File: src/c2d_pkg.sv
// Package for the conv2d stride/padding core: commands, register indexes and
// controller state and command types. No dependencies.
`timescale 1ns / 1ps
package c2d_pkg;

   typedef enum logic [1:0] {
      CMD_PIXEL  = 2'd0,
      CMD_WEIGHT = 2'd1,
      CMD_BIAS   = 2'd2,
      CMD_CONV   = 2'd3
   } cmd_type;

   localparam logic [2:0] REG_IN_CH   = 3'd0;
   localparam logic [2:0] REG_OUT_CH  = 3'd1;
   localparam logic [2:0] REG_IN_H    = 3'd2;
   localparam logic [2:0] REG_IN_W    = 3'd3;
   localparam logic [2:0] REG_KERNEL  = 3'd4;
   localparam logic [2:0] REG_STEP    = 3'd5;
   localparam logic [2:0] REG_PAD     = 3'd6;

   typedef enum logic [2:0] {
      ST_IDLE,
      ST_CHECK,
      ST_RUN,
      ST_DRAIN,
      ST_DONE
   } state_type;

   // Controller to datapath.
   typedef struct packed {
      logic latch;    // capture the accepted item
      logic do_write; // store write for a write item
      logic start;    // load the bias into the accumulator and clear the tap counters
      logic advance;  // issue one tap
      logic finish;   // round and load the result register
   } ctl_type;

   // Datapath to controller.
   typedef struct packed {
      logic is_conv;
      logic bad_pos;
      logic last_tap;
      logic pipe_empty;
   } sts_type;

endpackage

File: src/c2d_ctrl.sv
// Controller state machine for the conv2d core.
// Depends on c2d_pkg.
`timescale 1ns / 1ps
module c2d_ctrl (
   input  logic              clock,
   input  logic              reset,
   input  logic              req_valid,
   output logic              req_stall,
   output logic              rsp_valid,
   input  logic              rsp_stall,
   input  c2d_pkg::sts_type  sts,
   output c2d_pkg::ctl_type  ctl
);

   c2d_pkg::state_type state_ff, state_in;
   logic               rsp_valid_ff, rsp_valid_in;

   always_comb begin
      state_in = state_ff;
      case (state_ff)
         c2d_pkg::ST_IDLE: begin
            if (req_valid) state_in = c2d_pkg::ST_CHECK;
         end
         c2d_pkg::ST_CHECK: begin
            if (!sts.is_conv) state_in = c2d_pkg::ST_IDLE;
            else if (sts.bad_pos) state_in = c2d_pkg::ST_DONE;
            else state_in = c2d_pkg::ST_RUN;
         end
         c2d_pkg::ST_RUN: begin
            if (sts.last_tap) state_in = c2d_pkg::ST_DRAIN;
         end
         c2d_pkg::ST_DRAIN: begin
            if (sts.pipe_empty) state_in = c2d_pkg::ST_DONE;
         end
         c2d_pkg::ST_DONE: begin
            if (!rsp_valid_ff || !rsp_stall) state_in = c2d_pkg::ST_IDLE;
         end
         default: state_in = c2d_pkg::ST_IDLE;
      endcase
   end

   always_comb begin
      ctl = '0;
      req_stall = (state_ff != c2d_pkg::ST_IDLE);
      rsp_valid_in = rsp_valid_ff && rsp_stall;
      case (state_ff)
         c2d_pkg::ST_IDLE: ctl.latch = req_valid;
         c2d_pkg::ST_CHECK: begin
            ctl.do_write = !sts.is_conv;
            ctl.start = sts.is_conv && !sts.bad_pos;
         end
         c2d_pkg::ST_RUN: ctl.advance = 1'b1;
         c2d_pkg::ST_DONE: begin
            if (!rsp_valid_ff || !rsp_stall) begin
               ctl.finish = 1'b1;
               rsp_valid_in = 1'b1;
            end
         end
         default: ;
      endcase
   end

   always_ff @(posedge clock) begin
      if (reset) begin
         state_ff <= c2d_pkg::ST_IDLE;
         rsp_valid_ff <= 1'b0;
      end else begin
         state_ff <= state_in;
         rsp_valid_ff <= rsp_valid_in;
      end
   end

   assign rsp_valid = rsp_valid_ff;

endmodule

File: config.mk
export PLATFORM = sky130hd
export DESIGN_NAME = c2d_ctrl
export DESIGN_NICKNAME = d
export VERILOG_FILES = /design/src/c2d_pkg.sv /design/src/c2d_ctrl.sv
export SDC_FILE = /design/constraint.sdc
export NUM_CORES = 1
export LEC_CHECK = 0
export ABC_AREA = 1
export BUFFER_PORTS_ARGS = -buffer_cell sky130_fd_sc_hd__buf_4
export CAP_MARGIN = 15
export CORE_AREA = 10 10 47 49
export DETAILED_ROUTE_END_ITERATION = 8
export DIE_AREA = 0 0 57 59
export PLACE_DENSITY = 0.54
export SYNTH_ARGS = -nofsm -noshare
export SYNTH_HDL_FRONTEND = slang
export SYNTH_SLANG_ARGS = --single-unit
File: constraint.sdc
create_clock -name clock -period 0.97 [get_ports clock]
set_input_delay 0.2425 -clock clock [delete_from_list [all_inputs] [get_ports clock]]
set_output_delay 0.2425 -clock clock [all_outputs]
set_load 0.03 [all_outputs]
==> Word-level counts from Yosys, hierarchy flattened <==
Cells that the tools add are included.
W data, S select, Z words.
{ "totals": {"regBits": 4, "latchBits": 0, "ram_bits": 0, "mem_bits_ro": 0, "inputBits": 8, "out_inout_bits": 7, "wordCells": 34, "mem_count": 0} }
{ "classes": {"addsub": 0, "n_mul": 0, "div": 0, "n_lt_le_gt_ge": 0, "eq_ne": 8, "n_shift": 0, "muxes": 14, "n_bitwise": 0, "n_reduce_logical": 10} }
{ "ops": {"columns": ["op", "count"], "rows": [
  ["$mux W3", 6],
  ["$pmux W3 S5", 1],
  ["$ne A2 B2 Y1 const B", 4],
  ["$eq A3 B2 Y1 const B", 2],
  ["$mux W1", 6],
  ["$logic_not A1 Y1", 4],
  ["$reduce_and A4 Y1", 1],
  ["$eq A3 B1 Y1 const B", 1],
  ["$eq A3 B3 Y1 const B", 1],
  ["$logic_not A3 Y1", 1],
  ["$reduce_bool A3 Y1", 1],
  ["$logic_and A1 B1 Y1", 2],
  ["$mux W2", 1],
  ["$logic_or A1 B1 Y1", 1]
]} }

==> Depth between registers and ports, before layout <==
Gate-level depths: netlist (run 1).
{ "depth": {"word_depth": 4, "mapped_depth": 8, "ltp_nobuf": 8} }

==> Worst setup path after synthesis (run 1) <==
OpenSTA, ideal clock, no wires.
{ "synth_path": {"kind": "register to register", "startpoint": "register state_ff[1]", "endpoint": "register state_ff[1]", "setup_time_ns": 0.062, "arrival_ns": 1.455, "required_time_ns": 0.908, "slack_ns": -0.547, "stages_incl_launch_ff": 7, "n_path_buf": 0, "path_cell_list": "dfxtp_1 > inv_1 > nor3_1 > nor2_1 > nand2_1 > nand2_1 > nor2_2"} }
{ "synth_via": {"elab_chain_len": 3, "elab_cells_between_ends": 11, "cone_classes": "eq/ne: 8; mux: 1; reduce/logical: 2"} }
{ "synth_lines": {"columns": ["item", "line", "source"], "rows": [
  ["from (decl)", "c2d_ctrl.sv:15", "c2d_pkg::state_type state_ff, state_in;"],
  ["from (signal assigned)", "c2d_ctrl.sv:65", "state_ff <= c2d_pkg::ST_IDLE;"],
  ["from (signal assigned)", "c2d_ctrl.sv:68", "state_ff <= state_in;"],
  ["$eq A3 B3 Y1 (tied with other cells)", "c2d_ctrl.sv:20", "case (state_ff)"],
  ["$ne A2 B2 Y1 (no source line)", null, null],
  ["$reduce_and A4 Y1 (no source line)", null, null]
]} }
Several ways; a longest one is shown, not always the timed one.
A chain may end at the register's enable or synchronous reset.

==> parameters.txt, run 1 <==
Parameter                              Value

Hold path
  Hold path startpoint ... reset
  Path class of the lowest-slack min-delay path ... in -> reg
  Endpoint with the worst hold slack ... state_ff[0]
  Hold depth ... 2

Synth
  FFs w/ async S/R, synth ... 0%
  Leading post-synthesis cells by instance count ... sky130_fd_sc_hd__nand2_1, sky130_fd_sc_hd__nor2_1, sky130_fd_sc_hd__inv_1, sky130_fd_sc_hd__dfxtp_1, sky130_fd_sc_hd__nor2_2
  Share of synthesized area spent on multiplexers ... 0%
  Share of synthesized cell area in and, or, nand and nor gates ... 57.1%
  Count of cell types in the netlist ... 10
  Main combinational cell family by area after synthesis ... simple AND/OR/NAND/NOR gates
  XOR/XNOR Fraction of Synth Area ... 0%
  Adder and majority cell fraction of the synthesized area ... 0%
  Synthesized instance count ... 47
  Area of the mapped netlist ... 272 µm²
  Synth Register Bits ... 4
  Fraction of the mapped netlist area in compound gates ... 3.69%
  Area share of the largest cell type after synthesis ... 29.5%
  Net count after synthesis ... 55
  Prevailing post-synth register cell ... sky130_fd_sc_hd__dfxtp_1
  Most area-hungry cell type in the Yosys netlist ... sky130_fd_sc_hd__dfxtp_1
  Average instance area after synthesis ... 5.78 µm²
  Most common cell in the netlist ... sky130_fd_sc_hd__nand2_1
  Number of warnings issued by yosys ... 0
  EDFF count, synth ... 0
  Cells taking the most area after synthesis ... sky130_fd_sc_hd__dfxtp_1, sky130_fd_sc_hd__nand2_1, sky130_fd_sc_hd__nor2_1
  Seq/Total Area, Yosys ... 29.5%

Final layout
  Layout filler cell count ... 156
  Fraction of final layout cells with drive strength greater than 1 ... 69.9%
  Sequential Area ... 92.6 µm²
  Number of nets at the end of the flow ... 82
  End-of-flow core utilization ... 43.8%
  Ant diodes ... 0
  Area of the multi-input gates ... 253 µm²
  Post-synthesis to final-layout area growth ... 126%

Clock network
  Buffers from clock root to sink, at most ... 2
  Number of hold-repair buffers added at the cts stage ... 0
  H-tree levels ... 1
  CTS sink count ... 4
  Post-CTS clock slew at the launch and capture registers of the worst setup and hold paths ... 0.04 ns
  TritonCTS clock tree ... built
  Master cell of the clock root buffer ... sky130_fd_sc_hd__clkbuf_4
  Total CTS buffers ... 3
  Clock latency on the worst-skew pair ... 0.24 ns

Routing
  Routed length per instance ... 10.4 µm
  Number of detailed-route iterations in the first pass ... 4
  DRC violation count after routing ... 0
  Initial detailed-routing violation count ... 1
  Total number of vias ... 372
  Final Routed Wirelength ... 924 µm
  Residual antenna-violating net count after detailed routing ... 0
  Drt via density ... 4.18

STA
  Fraction of the cycle the final worst path needs ... 135%
  Headroom to the max-slew limit ... 89.3%
  Achievable clock frequency ... 0.761 GHz
  Worst Skew ... 0.00351 ns
  Final count of hold timing violations ... 0
  Crit path setup slack, layout ... -0.344 ns
  Final Critical Period ... 1.31 ns
  RSZ-0062 raised after global routing ... yes
  Worst-case hold slack ... 0.172 ns
  Number of endpoints failing setup at the final stage ... 9
  Actual transition at the worst max-transition pin ... 0.160 ns
  Total count of max-transition violations in the final report ... 0

Worst setup path
  Endpoint of the lowest-slack register-to-register path ... state_ff[1]
  Kind of capture point of the worst setup path ... primary output
  Kind of start point of the critical path ... flop
  CP arrival ... 1.07 ns
  Data required time of the worst path ... 0.73 ns
  Critical path type ... reg -> out
  Highest fanout seen on the critical path ... 4
  Worst setup slack for register-to-register paths ... -0.21 ns
  Reg2Reg Depth ... 8
  RR Startpoint ... state_ff[2]

Global routing
  Global route total overflow ... 0
  Number of global-route vias before repair ... 389
  Number of antenna violations at the first check in global routing ... 0
  Pin count of the biggest net entering global routing ... 7
  First-pass GRT wire length ... 1640 µm
  Overall Global Routing Usage ... 5.93%

Run status
  Failing checks ... setup timing
  Run status ... complete, but fails checks

Placement
  Count of buffers from port buffering ... 14
  GP Congestion ... 0.684
  DP HPWL ... 671 µm
  Worst setup slack before clock tree synthesis ... -0.193 ns

Job
  Max_cap viols ... 0

Floorplanning
  Core Box Area ... 1400 µm²
  Starting density of the core ... 19.4%
  Vertical die dimension ... 59 µm
  I/O Pins ... 15
  Std cell rows ... 14
  Die W ... 57 µm
  Die Area ... 3360 µm²

Power
  Static Leakage ... 0.304 nW
  Peak supply drop ... 0.00140 V
  Pwr Density ... 3750 nW/µm²
==> worst max-delay path, stage by stage, from the launching register on <==
cell and delay [ns]:
sky130_fd_sc_hd__dfxtp_4 0.38, sky130_fd_sc_hd__inv_4 0.04, sky130_fd_sc_hd__nor2_4 0.11, sky130_fd_sc_hd__nand2_4 0.08, sky130_fd_sc_hd__nor2_4 0.09, sky130_fd_sc_hd__buf_6 0.13
==> timing repair <==
action | CTS | global route
buffers inserted | 3 | 1
endpoints found under the setup margin | 9 | 10
pin swaps | 8 | 4
gates resized for setup | 14 | 5
==> final cells by class <==
| cell class | count | area share (%) |
|---|---|---|
| Sequential cell | 4 | 15.1 |
| Timing Repair Buffer | 22 | 31.2 |
| Clock buffer | 4 | 4.28 |
| Multi-Input combinational cell | 36 | 41.1 |
| Inverter | 7 | 5.09 |
| Tap cell | 16 | 3.26 |
==> metrics by stage <==
step                      power (mW)  TNS (ns)  instances  area (µm²)
after global routing            2.49     -3.00         89         614
after CTS                       2.24     -2.36         89         601
final                           2.31     -2.46         89         614
after floorplan                 1.32    -0.676         47         342
after detailed placement        1.74     -1.26         82         504
after global placement          1.72     -1.17         82         504
==> logic make-up (layout without fill, tap and decap cells) <==
logic type / count (synthesis) / count (layout)
AO/OA/AOI/OAI: 2 / 2
buffers and inverters: 7 / 33
AND/OR/NAND/NOR: 34 / 34
flip-flops: 4 / 4
==> where the power goes <==
part | internal (mW) | total [mW] | switching, mW
Sequential | 0.278 | 0.428 | 0.149
Clock | 0.155 | 0.229 | 0.0744
Combinational | 0.735 | 1.65 | 0.913
==> sequential cells by signal, summed over array words and instances, names as in the netlist <==
signal	count
state_ff	3
rsp_valid	1
==> routing by layer <==
layer  track usage (%)  wire (µm)
met1              6.56        364
met2              9.30        463
met3              2.15         76
met4              4.03         20
met5                 0          0
==> worst max-delay path by stage <==
| stage | start | to | slack, ns | depth (start not counted) |
|---|---|---|---|---|
| 6_report | state_ff[0] | ctl[2] | -0.34 | 5 |
| 4_1_cts | state_ff[0] | ctl[2] | -0.35 | 5 |
| 3_3_place_gp | state_ff[0] | ctl[2] | -0.17 | 5 |
| 3_5_place_dp | state_ff[1] | state_ff[1] | -0.19 | 8 |
| 2_1_floorplan | state_ff[1] | state_ff[1] | -0.15 | 6 |
| 5_1_grt | state_ff[0] | ctl[2] | -0.40 | 5 |
==> layout by cell type (no fill, tap or decap), drive strengths merged <==
cell type   n
buf        22
clkbuf      4
dfxtp       4
nor2       14
nand2      16
a21oi       2
nor3        1
inv         7
nand3       3
Note: power is estimated with default switching activity, not from simulation.
==> inputs of run 2 (changes only) <==
ABC_AREA = 0   (was 1)
CORE_AREA = 3 3 40 42   (was 10 10 47 49)
DIE_AREA = 0 0 43 45   (was 0 0 57 59)
PLACE_DENSITY = 0.57   (was 0.54)
==> parameters.txt, run 2 <==
Parameter                              Value

Run status
  Run status ... complete, but fails checks (unchanged)
  Failing checks ... setup timing (unchanged)

Floorplanning
  Std cell rows ... 13 (was 14)
  Die W ... 43 µm (was 57 µm)
  I/O Pins ... 15 (unchanged)
  Starting density of the core ... 23.5% (was 19.4%)
  Die Area ... 1940 µm² (was 3360 µm²)
  Core Box Area ... 1280 µm² (was 1400 µm²)
  Vertical die dimension ... 45 µm (was 59 µm)

Placement
  Count of buffers from port buffering ... 14 (unchanged)
  GP Congestion ... 0.810 (was 0.684)
  Worst setup slack before clock tree synthesis ... -0.428 ns (was -0.193 ns)
  DP HPWL ... 722 µm (was 671 µm)

Clock network
  Total CTS buffers ... 3 (unchanged)
  Master cell of the clock root buffer ... sky130_fd_sc_hd__clkbuf_4 (unchanged)
  Post-CTS clock slew at the launch and capture registers of the worst setup and hold paths ... 0.04 ns (about the same)
  Number of hold-repair buffers added at the cts stage ... 0 (unchanged)
  Buffers from clock root to sink, at most ... 2 (unchanged)
  H-tree levels ... 1 (unchanged)
  CTS sink count ... 4 (unchanged)
  Clock latency on the worst-skew pair ... 0.24 ns (about the same)
  TritonCTS clock tree ... built (unchanged)

STA
  Total count of max-transition violations in the final report ... 0 (unchanged)
  Final Critical Period ... 1.50 ns (was 1.31 ns)
  Final count of hold timing violations ... 0 (unchanged)
  Headroom to the max-slew limit ... 83.4% (was 89.3%)
  Worst Skew ... 0.000210 ns (was 0.00351 ns)
  Number of endpoints failing setup at the final stage ... 11 (was 9)
  Fraction of the cycle the final worst path needs ... 155% (was 135%)
  RSZ-0062 raised after global routing ... yes (unchanged)
  Worst-case hold slack ... 0.163 ns (was 0.172 ns)
  Crit path setup slack, layout ... -0.534 ns (was -0.344 ns)
  Achievable clock frequency ... 0.665 GHz (was 0.761 GHz)
  Actual transition at the worst max-transition pin ... 0.249 ns (was 0.160 ns)

Worst setup path
  Data required time of the worst path ... 0.73 ns (about the same)
  Highest fanout seen on the critical path ... 4 (unchanged)
  Reg2Reg Depth ... 5 (was 8)
  Endpoint of the lowest-slack register-to-register path ... state_ff[2] (was state_ff[1])
  RR Startpoint ... state_ff[0] (was state_ff[2])
  Kind of capture point of the worst setup path ... primary output (unchanged)
  Critical path type ... reg -> out (unchanged)
  Worst setup slack for register-to-register paths ... -0.52 ns (was -0.21 ns)
  Kind of start point of the critical path ... flop (unchanged)
  CP arrival ... 1.26 ns (was 1.07 ns)

Routing
  DRC violation count after routing ... 0 (unchanged)
  Total number of vias ... 411 (was 372)
  Residual antenna-violating net count after detailed routing ... 0 (unchanged)
  Routed length per instance ... 11.8 µm (was 10.4 µm)
  Final Routed Wirelength ... 991 µm (was 924 µm)
  Drt via density ... 4.89 (was 4.18)
  Number of detailed-route iterations in the first pass ... 4 (unchanged)
  Initial detailed-routing violation count ... 9 (was 1)

Job
  Max_cap viols ... 0 (unchanged)

Synth
  Leading post-synthesis cells by instance count ... sky130_fd_sc_hd__nand2_1, sky130_fd_sc_hd__a21oi_1, sky130_fd_sc_hd__nor2_1, sky130_fd_sc_hd__dfxtp_1 (was sky130_fd_sc_hd__nand2_1, sky130_fd_sc_hd__nor2_1, sky130_fd_sc_hd__inv_1, sky130_fd_sc_hd__dfxtp_1, sky130_fd_sc_hd__nor2_2)
  Most common cell in the netlist ... sky130_fd_sc_hd__nand2_1 (unchanged)
  FFs w/ async S/R, synth ... 0% (unchanged)
  Count of cell types in the netlist ... 22 (was 10)
  Synth Register Bits ... 4 (unchanged)
  Area of the mapped netlist ... 302 µm² (was 272 µm²)
  Prevailing post-synth register cell ... sky130_fd_sc_hd__dfxtp_1 (unchanged)
  Cells taking the most area after synthesis ... sky130_fd_sc_hd__dfxtp_1, sky130_fd_sc_hd__a21oi_1, sky130_fd_sc_hd__buf_6 (was sky130_fd_sc_hd__dfxtp_1, sky130_fd_sc_hd__nand2_1, sky130_fd_sc_hd__nor2_1)
  Area share of the largest cell type after synthesis ... 26.6% (was 29.5%)
  Average instance area after synthesis ... 7.54 µm² (was 5.78 µm²)
  Number of warnings issued by yosys ... 0 (unchanged)
  Seq/Total Area, Yosys ... 26.6% (was 29.5%)
  Synthesized instance count ... 40 (was 47)
  Most area-hungry cell type in the Yosys netlist ... sky130_fd_sc_hd__dfxtp_1 (unchanged)
  Net count after synthesis ... 48 (was 55)
  EDFF count, synth ... 0 (unchanged)

Final layout
  Post-synthesis to final-layout area growth ... 115% (was 126%)
  Leading cell type in the layout, fill and taps excluded ... sky130_fd_sc_hd__buf_4 (unchanged)
  End-of-flow core utilization ... 50.3% (was 43.8%)
  Most frequent cells in the layout ... sky130_fd_sc_hd__buf_4, sky130_fd_sc_hd__buf_6, sky130_fd_sc_hd__nand2_1, sky130_fd_sc_hd__a21oi_1 (was sky130_fd_sc_hd__buf_4, sky130_fd_sc_hd__nand2_1, sky130_fd_sc_hd__nor2_4, sky130_fd_sc_hd__buf_6)
  Number of nets at the end of the flow ... 79 (was 82)
  Max FFs per register ... 3 (unchanged)
  Fraction of final layout cells with drive strength greater than 1 ... 69.6% (was 69.9%)
  Ant diodes ... 0 (unchanged)
  Top reg by flops ... state_ff (unchanged)

Power
  Pwr Total ... 1.75 mW (was 2.31 mW)
  Static Leakage ... 0.303 nW (was 0.304 nW)
  Pwr Density ... 2700 nW/µm² (was 3750 nW/µm²)
  Peak supply drop ... 0.00106 V (was 0.00140 V)

Hold path
  Path class of the lowest-slack min-delay path ... in -> reg (unchanged)
  Hold path startpoint ... reset (unchanged)
  Hold depth ... 2 (unchanged)
  Endpoint with the worst hold slack ... state_ff[2] (was state_ff[0])

Global routing
  Number of antenna violations at the first check in global routing ... 0 (unchanged)
  First-pass GRT wire length ... 1500 µm (was 1640 µm)
  Number of global-route vias before repair ... 383 (was 389)
  Global route total overflow ... 0 (unchanged)
  Overall Global Routing Usage ... 10.6% (was 5.93%)
  Pin count of the biggest net entering global routing ... 8 (was 7)
==> run 2: cell count changes in the layout (fill, tap and decap cells not counted), sizes merged, moves of 2 or more <==
| cell | change |
|---|---|
| a21oi | +3 |
| nand2 | -10 |
| nor2 | -9 |
| buf | +7 |
| a21o | +2 |
| inv | -5 |
| nand3 | -2 |
==> run 2: final cells by class <==
cell class,count,area (µm²)
Clock buffer,3,22.5
Fill cell,119,638
Inverter,2,7.51
Multi-Input combinational cell,31,253
Sequential cell,4,90.1
Tap cell,15,18.8
Timing Repair Buffer,29,255
==> run 2: cells by family (layout without fill, tap and decap cells) <==
family / after synthesis / count (layout) / synth area share (%)
AOI/OAI and AO/OA: 10 / 10 / 22.8
buffers and inverters: 5 / 34 / 11.2
DFF: 4 / 4 / 26.6
and+or+nand+nor: 21 / 21 / 39.4
==> run 2: metal layers <==
layer,vias to the layer above,global-route usage (%),part of all wire (%)
li1,202,-,-
met1,188,11.5,37
met5,-,0,0
met2,18,16.8,55
met3,3,1.59,5.8
met4,0,12.0,2.3
==> run 2: worst max path at each step <==
stage	start	endpoint	slack [ns]	cells after the start
after floorplan	state_ff[1]	state_ff[2]	-0.43	5
after global placement	state_ff[1]	state_ff[2]	-0.43	4
after detailed placement	state_ff[1]	state_ff[2]	-0.43	4
after CTS	state_ff[0]	ctl[4]	-0.53	4
after global routing	state_ff[0]	ctl[4]	-0.57	4
final	state_ff[2]	ctl[2]	-0.53	5
==> run 2: worst max-delay path: stages (launching register included) <==
cell and delay, ns:
sky130_fd_sc_hd__dfxtp_4 0.35, sky130_fd_sc_hd__buf_6 0.12, sky130_fd_sc_hd__nor2_4 0.09, sky130_fd_sc_hd__nand2_2 0.07
sky130_fd_sc_hd__nor3b_4 0.23, sky130_fd_sc_hd__buf_6 0.16
==> run 2: where the power goes <==
part	switching, mW	leakage, nW	total [mW]	internal, mW
Sequential	0.0642	0.0350	0.297	0.233
Clock	0.0877	0.0138	0.227	0.140
Combinational	0.583	0.254	1.22	0.638
==> run 2: repair_timing <==
action                     in CTS  in global routing
setup endpoints to repair      11                 11
pin swaps                       4                  2
buffers inserted                4                  1
gates resized for setup        20                  2
==> run 2: through the flow <==
stage	area, µm²	instances	setup TNS [ns]
floorplan	357	40	-2.11
global route	647	84	-4.84
global placement	519	76	-2.99
finish	647	84	-4.39
CTS	631	83	-4.33
detailed placement	519	76	-3.07
==> inputs of run 3 (changes only) <==
==> constraint.sdc (replaced) <==
create_clock -name clock -period 0.97 [get_ports clock]
set_input_delay 0.1455 -clock clock [delete_from_list [all_inputs] [get_ports clock]]
set_output_delay 0.1455 -clock clock [all_outputs]
set_load 0.03 [all_outputs]
==> parameters.txt, run 3 (synthesis gave the netlist of run 2 again) <==
Parameter                              Value

Worst setup path
  Series of cell instances along the critical path ... buf_6 -> or3_4 -> nor2_4 -> buf_6 (was buf_6 -> nor2_4 -> nand2_2 -> nor3b_4 -> buf_6)
  Kind of start point of the critical path ... flop (unchanged)
  CP arrival ... 1.32 ns (was 1.26 ns)
  Worst path slowest cell ... sky130_fd_sc_hd__or3_4 (was sky130_fd_sc_hd__dfxtp_4)
  Data required time of the worst path ... 0.82 ns (was 0.73 ns)
  Kind of capture point of the worst setup path ... primary output (unchanged)
  Max stage delay on crit path ... 0.40 ns (was 0.35 ns)
  CP Buf/Inv Count ... 2 (unchanged)
  Critical path type ... reg -> out (unchanged)
  Cell type group with the largest total delay on the critical path ... simple AND/OR/NAND/NOR gates (unchanged)
  Highest fanout seen on the critical path ... 4 (unchanged)
  Most numerous cell on the critical path ... sky130_fd_sc_hd__buf_6 (unchanged)

Final layout
  Fin cells ... 88 (was 84)
  Ant diodes ... 0 (unchanged)
  Leading cell type in the layout, fill and taps excluded ... sky130_fd_sc_hd__buf_4 (unchanged)
  Area of the multi-input gates ... 263 µm² (was 253 µm²)
  Top reg by flops ... state_ff (unchanged)
  Most frequent cells in the layout ... sky130_fd_sc_hd__buf_4, sky130_fd_sc_hd__buf_6, sky130_fd_sc_hd__nor2_4, sky130_fd_sc_hd__nand2_1, sky130_fd_sc_hd__a21oi_1 (was sky130_fd_sc_hd__buf_4, sky130_fd_sc_hd__buf_6, sky130_fd_sc_hd__nand2_1, sky130_fd_sc_hd__a21oi_1)
  Fraction of final layout cells with drive strength greater than 1 ... 74.0% (was 69.6%)
  Layout filler cell count ... 113 (was 119)
  Sequential Area ... 92.6 µm² (was 90.1 µm²)
  Max FFs per register ... 3 (unchanged)
  Number of nets at the end of the flow ... 83 (was 79)
  Post-synthesis to final-layout area growth ... 135% (was 115%)

Placement
  Placed cell count ... 80 (was 76)
  DP HPWL ... 727 µm (was 722 µm)
  GP Congestion ... 0.833 (was 0.810)
  Count of buffers from port buffering ... 14 (unchanged)

Clock network
  Master cell of the clock root buffer ... sky130_fd_sc_hd__clkbuf_4 (unchanged)
  Clock latency on the worst-skew pair ... 0.23 ns (was 0.24 ns)
  CTS sink count ... 4 (unchanged)
  H-tree levels ... 1 (unchanged)
  TritonCTS clock tree ... built (unchanged)
  Buffers from clock root to sink, at most ... 2 (unchanged)
  Total CTS buffers ... 3 (unchanged)
  Post-CTS clock slew at the launch and capture registers of the worst setup and hold paths ... 0.03 ns (was 0.04 ns)

STA
  Worst Skew ... 0.00106 ns (was 0.000210 ns)
  Number of endpoints failing setup at the final stage ... 10 (was 11)
  Actual transition at the worst max-transition pin ... 0.227 ns (was 0.249 ns)
  Achievable clock frequency ... 0.685 GHz (was 0.665 GHz)
  Fraction of the cycle the final worst path needs ... 151% (was 155%)
  Final Critical Period ... 1.46 ns (was 1.50 ns)
  Headroom to the max-slew limit ... 84.8% (was 83.4%)
  Final count of hold timing violations ... 0 (unchanged)
  Total count of max-transition violations in the final report ... 0 (unchanged)
  Crit path setup slack, layout ... -0.491 ns (was -0.534 ns)
  RSZ-0062 raised after global routing ... yes (unchanged)
  Worst-case hold slack ... 0.0742 ns (was 0.163 ns)

Hold path
  Path class of the lowest-slack min-delay path ... in -> reg (unchanged)

Power
  Fraction of power spent switching nets ... 40.5% (was 42.1%)
  Portion of total power attributed to combinational logic ... 72.7% (was 69.9%)
  Clock power share ... 10.7% (was 13.0%)
  Pwr Density ... 2670 nW/µm² (was 2700 nW/µm²)
  Static Leakage ... 0.330 nW (was 0.303 nW)
  Internal power component ... 1.12 mW (was 1.01 mW)
  Seq pwr share ... 16.6% (was 17.0%)
  Peak supply drop ... 0.00110 V (was 0.00106 V)
  Reported net switching power ... 764 µW (was 735 µW)

Routing
  Number of detailed-route iterations in the first pass ... 1 (was 4)
  Initial detailed-routing violation count ... 0 (was 9)
  Residual antenna-violating net count after detailed routing ... 0 (unchanged)
  Total number of vias ... 403 (was 411)
  Routed length per instance ... 11.7 µm (was 11.8 µm)
  Final Routed Wirelength ... 1030 µm (was 991 µm)
  DRC violation count after routing ... 0 (unchanged)
  Drt via density ... 4.58 (was 4.89)

Floorplanning
  Core Box Area ... 1280 µm² (unchanged)
  Std cell rows ... 13 (unchanged)
  Vertical die dimension ... 45 µm (unchanged)
  Starting density of the core ... 23.5% (unchanged)
  Die Area ... 1940 µm² (unchanged)
  I/O Pins ... 15 (unchanged)
  Die W ... 43 µm (unchanged)

Run status
  Run status ... complete, but fails checks (unchanged)
  Failing checks ... setup timing (unchanged)

Global routing
  Global route total overflow ... 0 (unchanged)
  First-pass GRT wire length ... 1590 µm (was 1500 µm)
  Pin count of the biggest net entering global routing ... 7 (was 8)
  Number of antenna violations at the first check in global routing ... 0 (unchanged)
  Number of global-route vias before repair ... 405 (was 383)
  Overall Global Routing Usage ... 11.0% (was 10.6%)

Job
  Max_cap viols ... 0 (unchanged)
==> run 3: path summary, 6_finish.rpt <==
| kind | from | to | slack (ns) | cells after the start |
|---|---|---|---|---|
| setup / recovery | state_ff[2] | ctl[4] | -0.49 | 4 |
| hold / removal | reset | rsp_valid | 0.07 | 2 |
| setup reg to reg | state_ff[2] | state_ff[1] | -0.47 | 5 |
| hold reg to reg | state_ff[2] | state_ff[2] | 0.50 | 2 |
==> run 3: cell type report <==
type                    count  area share [%]
well taps                  15            2.65
flip-flops and latches      4            13.1
clock buffers               3            3.18
inverters                   2            1.06
repair buffers             33            42.9
multi-input cells          31            37.1
==> run 3: stage by stage <==
stage	setup TNS, ns	util [%]	instance area, µm²	power (mW)	setup WS, ns
after floorplan	-1.61	-	357	0.980	-0.427
after global placement	-2.61	42.7	549	1.29	-0.414
after detailed placement	-2.63	42.7	549	1.30	-0.422
after CTS	-3.90	50.9	654	1.69	-0.502
after global routing	-4.29	55.1	708	2.01	-0.537
final	-3.77	55.1	708	1.89	-0.491
==> run 3: worst register-to-register path: stages (launching register included) <==
cell and delay (ns):
sky130_fd_sc_hd__dfxtp_4 0.35, sky130_fd_sc_hd__buf_4 0.14, sky130_fd_sc_hd__or3b_4 0.38, sky130_fd_sc_hd__a21o_4 0.21, sky130_fd_sc_hd__a21o_1 0.15, sky130_fd_sc_hd__o311a_1 0.11
==> run 3: power groups by stage <==
stage                     combinational [mW]  clock, mW  sequential (mW)
after floorplan                        0.739          0            0.241
after global placement                  1.02          0            0.272
after detailed placement                1.02          0            0.276
after CTS                               1.19      0.215            0.285
after global routing                    1.45      0.234            0.325
final                                   1.37      0.203            0.313
==> run 3: layer usage <==
layer / global-route usage (%) / up-vias / share of wire (%)
li1: - / 208 / -
met1: 12.5 / 179 / 40
met2: 18.3 / 14 / 54
met3: 3.98 / 2 / 4.4
met4: 5.42 / 0 / 1.9
met5: 0 / - / 0
==> run 3: timing repair <==
item | 4_1_cts | 5_1_grt
hold buffers | 0 | 0
resized for setup | 20 | 11
pin swaps | 5 | 4
endpoints found under the setup margin | 11 | 11
hold endpoints to repair | 0 | 0
buffers inserted | 3 | 2
